### config.mk
export PLATFORM = sky130hd
export DESIGN_NAME = bb3_divide
export DESIGN_NICKNAME = d
export VERILOG_FILES = /design/src/hw/rtl/bb3_pkg.sv /design/src/hw/rtl/bb3_divide.sv
export SDC_FILE = /design/constraint.sdc
export NUM_CORES = 1
export LEC_CHECK = 0
export CAP_MARGIN = 10
export CORE_ASPECT_RATIO = 0.5
export CORE_MARGIN = 2
export CORE_UTILIZATION = 25
export CTS_CLUSTER_SIZE = 8
export DETAILED_ROUTE_END_ITERATION = 12
export DONT_BUFFER_PORTS = 1
export GPL_ROUTABILITY_DRIVEN = 0
export PLACE_DENSITY = 0.45
export SYNTH_ARGS = -nofsm -noshare
export SYNTH_HDL_FRONTEND = slang
export SYNTH_SLANG_ARGS = --single-unit
### constraint.sdc
create_clock -name clock -period 15.4 [get_ports clock]
set_input_delay 1.54 -clock clock [delete_from_list [all_inputs] [get_ports clock]]
set_output_delay 1.54 -clock clock [all_outputs]
set_load 0.005 [all_outputs]
### src/hw/rtl/bb3_pkg.sv
// Shared constants, types and helper functions for the 3x3 box blur block.
// Used by every module of the block; depends on nothing else.

package bb3_pkg;

   localparam int MAX_WIDTH  = 1024;
   localparam int MAX_HEIGHT = 4096;

   localparam int PIXEL_W    = 8;
   localparam int COL_W      = $clog2(MAX_WIDTH);
   localparam int WIDTH_W    = $clog2(MAX_WIDTH + 1);
   localparam int HEIGHT_W   = $clog2(MAX_HEIGHT + 1);
   localparam int IN_ROW_W   = $clog2(MAX_HEIGHT + 2);
   localparam int OUT_ROW_W  = $clog2(MAX_HEIGHT);
   localparam int LINE_W     = 2 * PIXEL_W;

   // Register field widths and the configuration port.
   localparam int CFG_WIDTH_W  = 11;
   localparam int CFG_HEIGHT_W = 13;
   localparam int CSR_DATA_W   = 13;
   localparam int CSR_INDEX_W  = 2;

   localparam logic [CFG_WIDTH_W-1:0]  WIDTH_RESET  = CFG_WIDTH_W'(1024);
   localparam logic [CFG_HEIGHT_W-1:0] HEIGHT_RESET = CFG_HEIGHT_W'(768);

   // Mean arithmetic: sum of up to nine pixels, divided by a reciprocal multiply.
   localparam int SUM_W       = PIXEL_W + 4;
   localparam int COUNT_W     = 4;
   localparam int RECIP_SHIFT = 16;
   localparam int RECIP_W     = RECIP_SHIFT + 1;
   localparam int PROD_W      = SUM_W + RECIP_W;

   typedef enum logic [CSR_INDEX_W-1:0] {
      CSR_IMAGE_WIDTH  = 2'd0,
      CSR_IMAGE_HEIGHT = 2'd1
   } csr_index_type;

   localparam logic OP_PIXEL = 1'b0;
   localparam logic OP_DRAIN = 1'b1;

   // One item as it enters the line memory stage.
   typedef struct packed {
      logic [COL_W-1:0]   column;
      logic [PIXEL_W-1:0] pixel;
      logic               have;
      logic               last;
      logic [2:0]         col_mask;
      logic [2:0]         row_mask;
      logic [COUNT_W-1:0] count;
   } s1_item_type;

   // One result on its way to the divider.
   typedef struct packed {
      logic [SUM_W-1:0]   sum;
      logic [COUNT_W-1:0] count;
      logic               last;
   } s2_item_type;

   // Number of taps selected by a column mask and a row mask.
   function automatic logic [COUNT_W-1:0] tap_count(input logic [2:0] cols,
                                                    input logic [2:0] rows);
      logic [1:0] ncol;
      logic [1:0] nrow;
      logic [3:0] product;
      ncol    = 2'(cols[0]) + 2'(cols[1]) + 2'(cols[2]);
      nrow    = 2'(rows[0]) + 2'(rows[1]) + 2'(rows[2]);
      product = {2'b00, ncol} * {2'b00, nrow};
      return COUNT_W'(product);
   endfunction

   // ceil(2^16 / count); exact floor for every sum below 2^15.
   function automatic logic [RECIP_W-1:0] recip(input logic [COUNT_W-1:0] count);
      logic [RECIP_W-1:0] value;
      case (count)
         4'd1:    value = RECIP_W'(65536);
         4'd2:    value = RECIP_W'(32768);
         4'd3:    value = RECIP_W'(21846);
         4'd4:    value = RECIP_W'(16384);
         4'd6:    value = RECIP_W'(10923);
         4'd9:    value = RECIP_W'(7282);
         default: value = '0;
      endcase
      return value;
   endfunction

endpackage

### src/hw/rtl/bb3_divide.sv
// Divider and output register: multiplies the sum by the reciprocal of the tap
// count and holds the result until the receiver takes it.
// Depends on bb3_pkg.

module bb3_divide
   import bb3_pkg::*;
(
   input  logic               clock,
   input  logic               reset,
   input  logic               s2_load,
   input  s2_item_type        s2_data,
   output logic               s2_free,
   output logic               rsp_valid,
   input  logic               rsp_stall,
   output logic [PIXEL_W-1:0] rsp_pixel_out,
   output logic               rsp_last
);

   logic               s2_valid_ff, s2_valid_in;
   s2_item_type        s2_ff;
   logic               rsp_valid_ff, rsp_valid_in;
   logic [PIXEL_W-1:0] rsp_pixel_ff;
   logic               rsp_last_ff;
   logic               out_free;
   logic               move;
   logic [PROD_W-1:0]  product;

   assign out_free = !rsp_valid_ff || !rsp_stall;
   assign s2_free  = !s2_valid_ff || out_free;
   assign move     = s2_valid_ff && out_free;

   assign product = PROD_W'(s2_ff.sum) * PROD_W'(recip(s2_ff.count));

   always_comb begin
      s2_valid_in = s2_valid_ff;
      if (s2_load) begin
         s2_valid_in = 1'b1;
      end else if (move) begin
         s2_valid_in = 1'b0;
      end
   end

   always_comb begin
      rsp_valid_in = rsp_valid_ff;
      if (move) begin
         rsp_valid_in = 1'b1;
      end else if (!rsp_stall) begin
         rsp_valid_in = 1'b0;
      end
   end

   always_ff @(posedge clock) begin
      if (reset) begin
         s2_valid_ff  <= 1'b0;
         rsp_valid_ff <= 1'b0;
      end else begin
         s2_valid_ff  <= s2_valid_in;
         rsp_valid_ff <= rsp_valid_in;
      end
   end

   always_ff @(posedge clock) begin
      if (s2_load) begin
         s2_ff <= s2_data;
      end
      if (move) begin
         rsp_pixel_ff <= product[RECIP_SHIFT +: PIXEL_W];
         rsp_last_ff  <= s2_ff.last;
      end
   end

   assign rsp_valid     = rsp_valid_ff;
   assign rsp_pixel_out = rsp_pixel_ff;
   assign rsp_last      = rsp_last_ff;

endmodule
==> results by group <==
Synthesis
  – Synth Register Bits: 28
  – Post-Syn Area: roughly 0.0058 mm²
  – Post-synth top area share: 43.3%
  – Largest cells by area after synthesis: fa_1, edfxtp_1, inv_1
  – Sequential fraction of the synthesis area: 14.2%
  – Yosys cell types: 47
  – Area leader, netlist: fa_1
  – Synth Net Count: between 700 and 800
  – Post-synthesis async set-or-reset flop share: 0%
  – Synth Instances: between 500 and 600
  – Yosys warnings: 0
  – Syn_area_per_cell: slightly below 10 µm²
  – Post-synth top flop: edfxtp_1
  – EDFF count, synth: 26

Clock network
  – Root buffer cell: clkbuf_16
  – Clk slew on worst S/H paths: roughly 70 ps
  – Worst-skew pair later-pin latency: roughly 270 ps
  – Resized cells post-CTS: 0
  – Hold bufs inserted after CTS: 0
  – Post-CTS setup buffers: 0
  – CTS tree: yes
  – CTS buffer count: 3
  – H-tree levels: 1
  – Clock sink count: 28
  – Clk buf depth: 2

Critical path
  – Critical-path cell list: and4bb_2, nand2b_1, and2_1, fa_1, inv_1, fa_1, inv_1, fa_1, fa_1, inv_1, fa_1, inv_1, ha_1, and3_1, and4_1, nand4_1, o2111ai_2, and3_1, o32a_1
  – Req. time, crit path: 15420 ps
  – Crit Path Max Fanout: 15
  – Setup crit start: s2_ff[3]
  – Startpoint Class: flip-flop
  – Crit path DAT: 6550 ps
  – Most Frequent Cell on Critical Path: fa_1
  – CP Capture Type: flip-flop
  – R2R Setup Slk: 8880 ps
  – Crit Path Class: reg -> reg
  – CP max stage cell: fa_1
  – Delay of the slowest critical-path stage: roughly 600 ps
  – Reg2reg start: s2_ff[3]

STA
  – Setup violation total in the final timing report: 0
  – Slew @ Worst Pin: ~1200 ps
  – Total Neg Setup Slack: 0 ps
  – Slew Limit Headroom: between 20% and 30%
  – Final hold violations: 0
  – Crit path time final: between 6000 and 7000 ps
  – Clk_skew: 3.11 ps
  – RSZ-0062 raised after global routing: no
  – Worst setup margin: ~8900 ps
  – Max Fclk: about 150 MHz
  – Final cycle utilization of the critical path: between 40 and 50%
  – Slew Limit Fails: 0

Layout
  – Design area: 0.00625 mm²
  – Layout Cells excl Fill: ~900
  – Area grow syn2layout: 8.05%
  – Filler cell count: 2474
  – Most frequent cells in the layout: inv_1, fa_1, nand2_1
  – Fin nets: just under 800
  – Share of cells above drive strength 1: roughly 2.7%
  – # diodes: 0
  – Commonest non-fill, non-tap cell in the layout: inv_1

Hold path
  – Hold_sp: s2_ff[0]
  – Worst hold path type: reg -> reg

Placement
  – Placed inst area: 0.00616 mm²
  – DP Worst Slack: 8870 ps
  – Port bufs: 0
  – Dpl cells: 891
  – Post-DP HPWL: around 13000 µm

GRT
  – Initial antenna violation count: 0
  – Global-route wire length before repair: 22200 µm
  – GRT Overall Usage: around an eighth
  – Via count of the first global-routing pass: ~3900
  – Largest net degree at the start of global routing: 19
  – Global route overflow: 0

Detailed routing
  – DR pass1 iterations: 4
  – Vias: ~3800
  – Routed WL per cell: around 16 µm
  – DRT antenna net count: 0
  – Via-per-instance ratio: ~4.2
  – Initial drt markers: roughly 180
  – Total routed wirelength: between 10000 and 15000 µm
  – Total DRC errors in the routed layout: 0

Run
  – Maxcap violations: 0

Pwr
  – Pwr per Cell Area: roughly 64 mW/mm²
  – Power after layout: 398 µW
  – P_leak: about 3.2 nW
  – Worst IR Drop VDD: ~0.038 mV

Outcome
  – Status: completed

Die
  – Initial Utilization: roughly a quarter
  – Die height: 112 µm
  – Rows: 39
  – Die area: approximately 0.024 mm²
  – Horiz. Die Dim: roughly 220 µm
  – IO Pins: 32
  – Core Area: approximately 0.023 mm²
-- stage by stage --
stage	util, %	hold slack [ps]
detailed placement	27.1	435
CTS	27.5	452
global route	27.5	470
global placement	27.1	428
finish	27.5	453
floorplan	-	400
-- cells in the mapped netlist, types with 3 or more instances --
| cell | count |
|---|---|
| nand4_1 | 3 |
| fa_1 | 125 |
| a31oi_1 | 3 |
| inv_1 | 198 |
| nand2_1 | 46 |
| and3_1 | 3 |
| nand3_1 | 4 |
| nand2b_1 | 5 |
| edfxtp_1 | 26 |
| o21a_1 | 3 |
| xnor2_1 | 13 |
| nand3b_1 | 4 |
| o21ai_0 | 10 |
| nor2_1 | 8 |
| a21o_1 | 5 |
| a211oi_1 | 4 |
| ha_1 | 43 |
| buf_6 | 3 |
| a21oi_1 | 8 |
| and2_1 | 36 |
| clkbuf_1 | 4 |
-- worst max-delay path, delay by kind of cell, from the launching register on --
family                     cells  cell delay [ps]
AOI/OAI and AO/OA              2              490
adders and majority gates      6             2850
buffers and inverters          4              240
DFF                            1              550
and+or+nand+nor                7             2140
-- layout make-up --
class                   instances  area [µm²]  area share, %
flip-flops and latches         28         821           13.1
clock buffers                   4        88.8           1.42
multi-input cells             353        4180           66.8
well taps                     307         384           6.15
repair buffers                  5        37.5          0.601
inverters                     198         743           11.9
-- power by group --
part | switching [mW] | leakage, nW | internal [mW]
registers | 0.0107 | 0.268 | 0.0955
clock network | 0.0261 | 0.0442 | 0.0399
logic | 0.132 | 2.87 | 0.0933
-- cell families (layout without fill, tap and decap cells) --
kind of cell | after synthesis | after routing | share of synthesized area (%)
buf+inv | 206 | 207 | 13.8
compound gates | 46 | 46 | 5.67
simple gates | 124 | 124 | 11.5
flops | 28 | 28 | 14.2
fa+ha+maj | 168 | 168 | 52.6
xor+xnor | 15 | 15 | 2.27
-- final timing paths --
check	endpoint	depth (start not counted)
max	rsp_pixel_out[5]	19
min	rsp_last	0
max reg2reg	rsp_pixel_out[5]	19
min reg2reg	rsp_last	0
-- metal layers --
layer | part of all wire, % | track usage (%) | wire [µm] | up-vias
li1 | - | - | - | 1746
met1 | 49 | 17.4 | 6800 | 1948
met2 | 48 | 20.0 | 6630 | 59
met3 | 2.5 | 0.847 | 354 | 9
met4 | 0.90 | 1.80 | 125 | 0
met5 | 0 | 0 | 0 | -
-- sequential cells by signal, indices dropped and copies added (netlist names) --
register,cells
s2_valid_ff,1
rsp_pixel_out,8
rsp_last,1
rsp_valid,1
s2_ff,17
No activity file was read; power rests on OpenSTA's default activity.
